--- config.mk ---
export PLATFORM = sky130hd
export DESIGN_NAME = atb_setup
export DESIGN_NICKNAME = d
export VERILOG_FILES = /design/src/rtl/atb_pkg.sv /design/src/rtl/atb_setup.sv
export SDC_FILE = /design/constraint.sdc
export NUM_CORES = 2
export LEC_CHECK = 0
export BUFFER_PORTS_ARGS = -buffer_cell sky130_fd_sc_hd__buf_2
export CORE_AREA = 4 4 392 394
export DETAILED_ROUTE_END_ITERATION = 10
export DIE_AREA = 0 0 396 398
export GPL_ROUTABILITY_DRIVEN = 0
export GPL_TIMING_DRIVEN = 0
export HOLD_SLACK_MARGIN = 0.12
export PLACE_DENSITY = 0.57
export SLEW_MARGIN = 0
export SYNTH_ARGS = -nofsm -noshare
export SYNTH_HDL_FRONTEND = slang
export SYNTH_SLANG_ARGS = --single-unit
--- constraint.sdc ---
create_clock -name clk -period 3.9 [get_ports clk]
set_input_delay 0.585 -clock clk [delete_from_list [all_inputs] [get_ports clk]]
set_output_delay 0.585 -clock clk [all_outputs]
set_load 0.05 [all_outputs]
--- src/rtl/atb_pkg.sv ---
`timescale 1ns / 1ps

package atb_pkg;

	// Fixed triangle vertices are Q2.16
	localparam int VERT_FRAC = 16;
	localparam int FRAME_BITS = 12;
	localparam int MAT_W = 32;
	// Transformed coordinate width: |X| < 2^50 for any 32-bit matrix
	localparam int TX_W = 51;
	localparam int ADDR_W = 5;
	localparam int NSTG = 9;

	// round(sqrt3 * 65536)
	localparam logic signed [17:0] SQRT3_VQ = 18'sd113512;
	localparam logic [MAT_W-1:0] MAT_ONE = 32'h0001_0000;
	localparam logic [FRAME_BITS-1:0] FRAME_W_RST = 12'd1280;
	localparam logic [FRAME_BITS-1:0] FRAME_H_RST = 12'd720;

	typedef enum logic [2:0] {
		REG_MAT_A   = 3'd0,
		REG_MAT_B   = 3'd1,
		REG_MAT_C   = 3'd2,
		REG_MAT_D   = 3'd3,
		REG_MAT_E   = 3'd4,
		REG_MAT_F   = 3'd5,
		REG_FRAME_W = 3'd6,
		REG_FRAME_H = 3'd7
	} reg_idx_t;

	typedef enum logic [1:0] {
		ST_NONE  = 2'd0,
		ST_X_OUT = 2'd1,
		ST_Y_OUT = 2'd2
	} edge_st_t;

	// Per-item sideband that rides along with the multiplier stages
	typedef struct packed {
		logic [2:0] cnt;
		logic [2:0] dypos;
		edge_st_t   st;
	} edge_side_t;

	// Per-stage load enables, adv9 is the MSB
	typedef struct packed {
		logic adv9;
		logic adv8;
		logic adv7;
		logic adv6;
		logic adv5;
		logic adv4;
		logic adv3;
		logic adv2;
		logic adv1;
	} pipe_adv_t;

endpackage

--- src/rtl/atb_setup.sv ---
`timescale 1ns / 1ps

module atb_setup #(
	parameter int COORD_BITS = 12,
	parameter int TFRAC      = 32,
	parameter int CW         = 52,
	parameter int DW         = 53
) (
	input  logic                                  clk,
	input  atb_pkg::pipe_adv_t                    adv,
	input  logic signed [atb_pkg::TX_W-1:0]       tx_s2 [3],
	input  logic signed [atb_pkg::TX_W-1:0]       ty_s2 [3],
	input  logic [COORD_BITS-1:0]                 px_s2,
	input  logic [COORD_BITS-1:0]                 py_s2,
	input  logic [atb_pkg::FRAME_BITS-1:0]        frame_width,
	input  logic [atb_pkg::FRAME_BITS-1:0]        frame_height,
	output logic signed [DW-1:0]                  dy_s3 [3],
	output logic signed [DW-1:0]                  la_s3 [3],
	output logic signed [DW-1:0]                  ra_s3 [3],
	output logic signed [DW-1:0]                  rb_s3 [3],
	output atb_pkg::edge_side_t                   side_s3
);
	import atb_pkg::*;

	logic signed [CW-1:0] pxw, pyw, fww, fhw;
	logic signed [CW-1:0] txw [3];
	logic signed [CW-1:0] tyw [3];
	logic signed [DW-1:0] dy_c [3];
	logic signed [DW-1:0] la_c [3];
	logic signed [DW-1:0] ra_c [3];
	logic signed [DW-1:0] rb_c [3];
	edge_side_t           side_c;

	// Point and frame bounds scaled into the transformed format, no loss
	assign pxw = $signed(CW'({px_s2, {TFRAC{1'b0}}}));
	assign pyw = $signed(CW'({py_s2, {TFRAC{1'b0}}}));
	assign fww = $signed(CW'({frame_width, {TFRAC{1'b0}}}));
	assign fhw = $signed(CW'({frame_height, {TFRAC{1'b0}}}));

	// Edge terms: edge i runs from vertex i to the previous vertex j
	always_comb begin
		int j;
		logic xo, yo;
		side_c.cnt   = '0;
		side_c.dypos = '0;
		side_c.st    = ST_NONE;
		for (int i = 0; i < 3; i++) begin
			txw[i] = CW'(tx_s2[i]);
			tyw[i] = CW'(ty_s2[i]);
		end
		for (int i = 0; i < 3; i++) begin
			j = (i == 0) ? 2 : i - 1;
			side_c.cnt[i]   = (tyw[i] > pyw) ^ (tyw[j] > pyw);
			side_c.dypos[i] = tyw[j] > tyw[i];
			dy_c[i] = DW'(tyw[j]) - DW'(tyw[i]);
			la_c[i] = DW'(pxw) - DW'(txw[i]);
			ra_c[i] = DW'(txw[j]) - DW'(txw[i]);
			rb_c[i] = DW'(pyw) - DW'(tyw[i]);
		end
		// Frame check, earliest vertex wins, x before y
		for (int k = 2; k >= 0; k--) begin
			xo = (txw[k] < 0) || (txw[k] > fww);
			yo = (tyw[k] < 0) || (tyw[k] > fhw);
			if (xo) begin
				side_c.st = ST_X_OUT;
			end else if (yo) begin
				side_c.st = ST_Y_OUT;
			end
		end
	end

	always_ff @(posedge clk) begin
		if (adv.adv3) begin
			dy_s3   <= dy_c;
			la_s3   <= la_c;
			ra_s3   <= ra_c;
			rb_s3   <= rb_c;
			side_s3 <= side_c;
		end
	end

endmodule

==> impl_metrics.ini <==
[run_status]
outcome = completed

[global_route]
grt.total_usage_pct = 24.3
final_global_route_overflow_total = 0
first_global_vias = 41900
grt_first_pass_wirelength_mm = 283
number_of_antenna_violations_at_the_first_check_in_global_routing = 45
grt_max_degree = 126

[logic_synthesis]
async_set_or_reset_register_ratio_after_synthesis_pct = 0
synth.top_cells.by_area = sky130_fd_sc_hd__edfxtp_1 (41%), sky130_fd_sc_hd__ha_1 (12%), sky130_fd_sc_hd__xnor2_1 (8.1%)
yosys.cell_count.top_type = sky130_fd_sc_hd__edfxtp_1
synth_sequential_area_ratio_pct = 41.0
synth.top_cells.by_count = sky130_fd_sc_hd__edfxtp_1 (632), sky130_fd_sc_hd__ha_1 (459), sky130_fd_sc_hd__inv_1 (428)
yosys.area.top_type = sky130_fd_sc_hd__edfxtp_1
syn-instance-count = 4715
net_count_synth = 5544
yosys_most_used_dff = sky130_fd_sc_hd__edfxtp_1
synth-warning-count = 0
count_of_state_elements_after_synthesis = 632
synth_top_area_share_pct = 41.0
netlist_area_um2 = 46300
synth_enable_flop_cells = 632
ys_types = 87
postSynthAreaPerCell_um2 = 9.82

[power]
static-leakage-power_nw = 24.9
highest_ir_drop_seen_on_vdd_mv = 0.351
p_per_area_nw_per_um2 = 467

[critical_path]
cp_cell_sequence = buf_2, inv_1, ha_1, nand3_1, nor2_1, a2111oi_0, o22ai_1, a21boi_2, a22oi_1, o22a_1, a41oi_1, o21ai_0, xor2_1
critPathKind = input pin to flop
critPathMaxFanout = 6
timing.critical_path.arrival_ps = 4330
crit_slowest_cell = sky130_fd_sc_hd__a2111oi_0
crit_required_ps = 4340
timing.critical_path.from_type = input pin
worst_setup_path_end_kind = flop
critPathMaxStageDelay_ps = 580

[timing]
worst_slew_pin_slew_ps = 1150
grt_setup_unrepaired = false
totalNegativeSetupSlack_ps = 0
max_clock_freq_mhz = 257
final.setup.worst_slack_ps = 4.04
post_layout_min_period_ps = 3900
slew_violations = 0
finalHoldViolations = 0
fin_crit_sh_pct = 99.9
setup_viol = 0
max_slew_margin_pct = 22.9

[clock_tree]
tritoncts_num_sinks = 632
cts_buffer_depth = 3
cts_tree = built
tritoncts.num_buffers = 80
cts-htree-levels = 3
cts_root_buf = sky130_fd_sc_hd__clkbuf_16
clkTransAtPathRegs_ps = 70

[worst_hold_path]
class_of_the_tightest_hold_or_removal_check = input pin to flop

[floorplan]
start_util_pct = 30.9
die-height_um = 398
die-area_um2 = 158000
ios = 1008
fp.coreArea_um2 = 150000
rows = 142
die_outline_width_um = 396

[detailed_routing]
via_count = 42800
route.layer.met1.wl_mm = 77.6
post-route-drc-count = 0
final_antenna_net_count = 0
route.detailed.vias_per_inst = 5.40
route.final.wire_length_mm = 201
met2RoutedLength_mm = 94.8
top_layer = met5
post_drt_wl_per_cell_um = 25.4
drtPass1Iterations = 6
dr_wl_met3_mm = 16.8
detailedRoute.firstIterationViolations = 3413

[finish]
final_layout_size_suffix_gt1_share_pct = 21.0
fillers = 15100
final_nets = 6647
area_delta_synth_final_pct = 23.7
finish.cell_count_without_fillers = 7925

[place]
placedCellCount = 7736
port_buffers = 999
placement.setup.worst_slack_ps = -1530
dpl.hpwl_mm = 167

[flow_run]
max_cap_viols = 0
## critical path, delay by kind of cell
family | cells | cell delay [ps]
AOI/OAI and AO/OA | 7 | 2560
adders and majority gates | 1 | 380
buffers and inverters | 2 | 300
and+or+nand+nor | 2 | 300
xor gates and xnor gates | 1 | 180
## repair_timing
action	in CTS	in global routing
pin swaps	4	3
resized for setup	24	26
hold buffers	5	0
setup buffers	7	4
hold endpoints to repair	5	0
endpoints found under the setup margin	60	49
## layout make-up
class | instances | area [um^2] | share of cell area [%]
clock inverter | 59 | 790 | 1.38
tap | 2016 | 2520 | 4.40
timing repair buffer | 1021 | 5290 | 9.23
inverter | 428 | 1610 | 2.80
sequential | 632 | 19000 | 33.1
multi-input combinational | 3545 | 25500 | 44.6
clock buffer | 90 | 2040 | 3.56
antenna | 24 | 60.1 | 0.105
buffer | 110 | 463 | 0.808
## cell families (layout without fill, tap and decap cells)
logic type / Yosys count / count (layout) / share of synthesized area, %
compound gates: 1254 / 1254 / 17.6
xor+xnor: 538 / 538 / 10.2
fa+ha+maj: 465 / 465 / 12.7
buf+inv: 538 / 1708 / 4.47
flops: 632 / 632 / 41.0
mux: 8 / 8 / 0.173
other cells: 0 / 24 / 0
simple gates: 1280 / 1280 / 14.0
## registers in the layout, summed over array words and instances (netlist names)
register,count
dy_s3,156
la_s3,156
ra_s3,156
rb_s3,156
side_s3,8
## per-layer routing
metal  vias to the layer above  GRT usage (%)
met5                         -              0
met4                        16           13.2
met3                       441           5.54
met2                      2019           41.1
met1                     20700           28.7
li1                      19700              -
## layout by cell type, fill, tap and decap left out, types with 24 or more instances in the layout
master / n
sky130_fd_sc_hd__nor4_1: 59
sky130_fd_sc_hd__clkbuf_1: 106
sky130_fd_sc_hd__nand3_1: 99
sky130_fd_sc_hd__nand2b_1: 38
sky130_fd_sc_hd__a21oi_1: 403
sky130_fd_sc_hd__o21a_1: 64
sky130_fd_sc_hd__o211ai_1: 24
sky130_fd_sc_hd__nand4_1: 100
sky130_fd_sc_hd__buf_4: 25
sky130_fd_sc_hd__nand2_1: 282
sky130_fd_sc_hd__o21bai_1: 61
sky130_fd_sc_hd__or3_1: 32
sky130_fd_sc_hd__a31oi_1: 45
sky130_fd_sc_hd__buf_2: 999
sky130_fd_sc_hd__diode_2: 24
sky130_fd_sc_hd__or4_1: 25
sky130_fd_sc_hd__xor2_1: 112
sky130_fd_sc_hd__inv_1: 428
sky130_fd_sc_hd__and2_1: 29
sky130_fd_sc_hd__o21ai_0: 174
sky130_fd_sc_hd__a211oi_1: 40
sky130_fd_sc_hd__a21o_1: 228
sky130_fd_sc_hd__clkbuf_16: 80
sky130_fd_sc_hd__edfxtp_1: 632
sky130_fd_sc_hd__nor2b_1: 57
sky130_fd_sc_hd__xnor2_1: 425
sky130_fd_sc_hd__nor3_1: 118
sky130_fd_sc_hd__and3_1: 49
sky130_fd_sc_hd__nor2_1: 307
sky130_fd_sc_hd__ha_1: 459
## worst paths after layout
| kind | cells after the start | slack [ps] | start | endpoint |
|---|---|---|---|---|
| worst max-delay path | 13 | 4 | ty_s2[111] | dy_s3[155] |
| worst min-delay path | 1 | 210 | ty_s2[51] | rb_s3[53] |
## where the power goes
group,internal [W],switching (W),total (W)
clock,0.00471,0.00338,0.00809
sequential,0.00867,0.000367,0.00903
combinational,0.00252,0.00708,0.00960
total,0.0159,0.0108,0.0267
## through the flow
stage | total power [W] | util (%) | hold slack (ps) | instance area [um^2]
2_1_floorplan | 0.0155 | - | 684 | 46300
3_5_place_dp | 0.0186 | 36.1 | 832 | 54000
5_1_grt | 0.0278 | 38.2 | 164 | 57300
6_report | 0.0267 | 38.2 | 206 | 57300
4_1_cts | 0.0269 | 38.1 | 127 | 57000
3_3_place_gp | 0.0187 | 35.9 | 831 | 53800
Power figures use the tool's default switching activity.
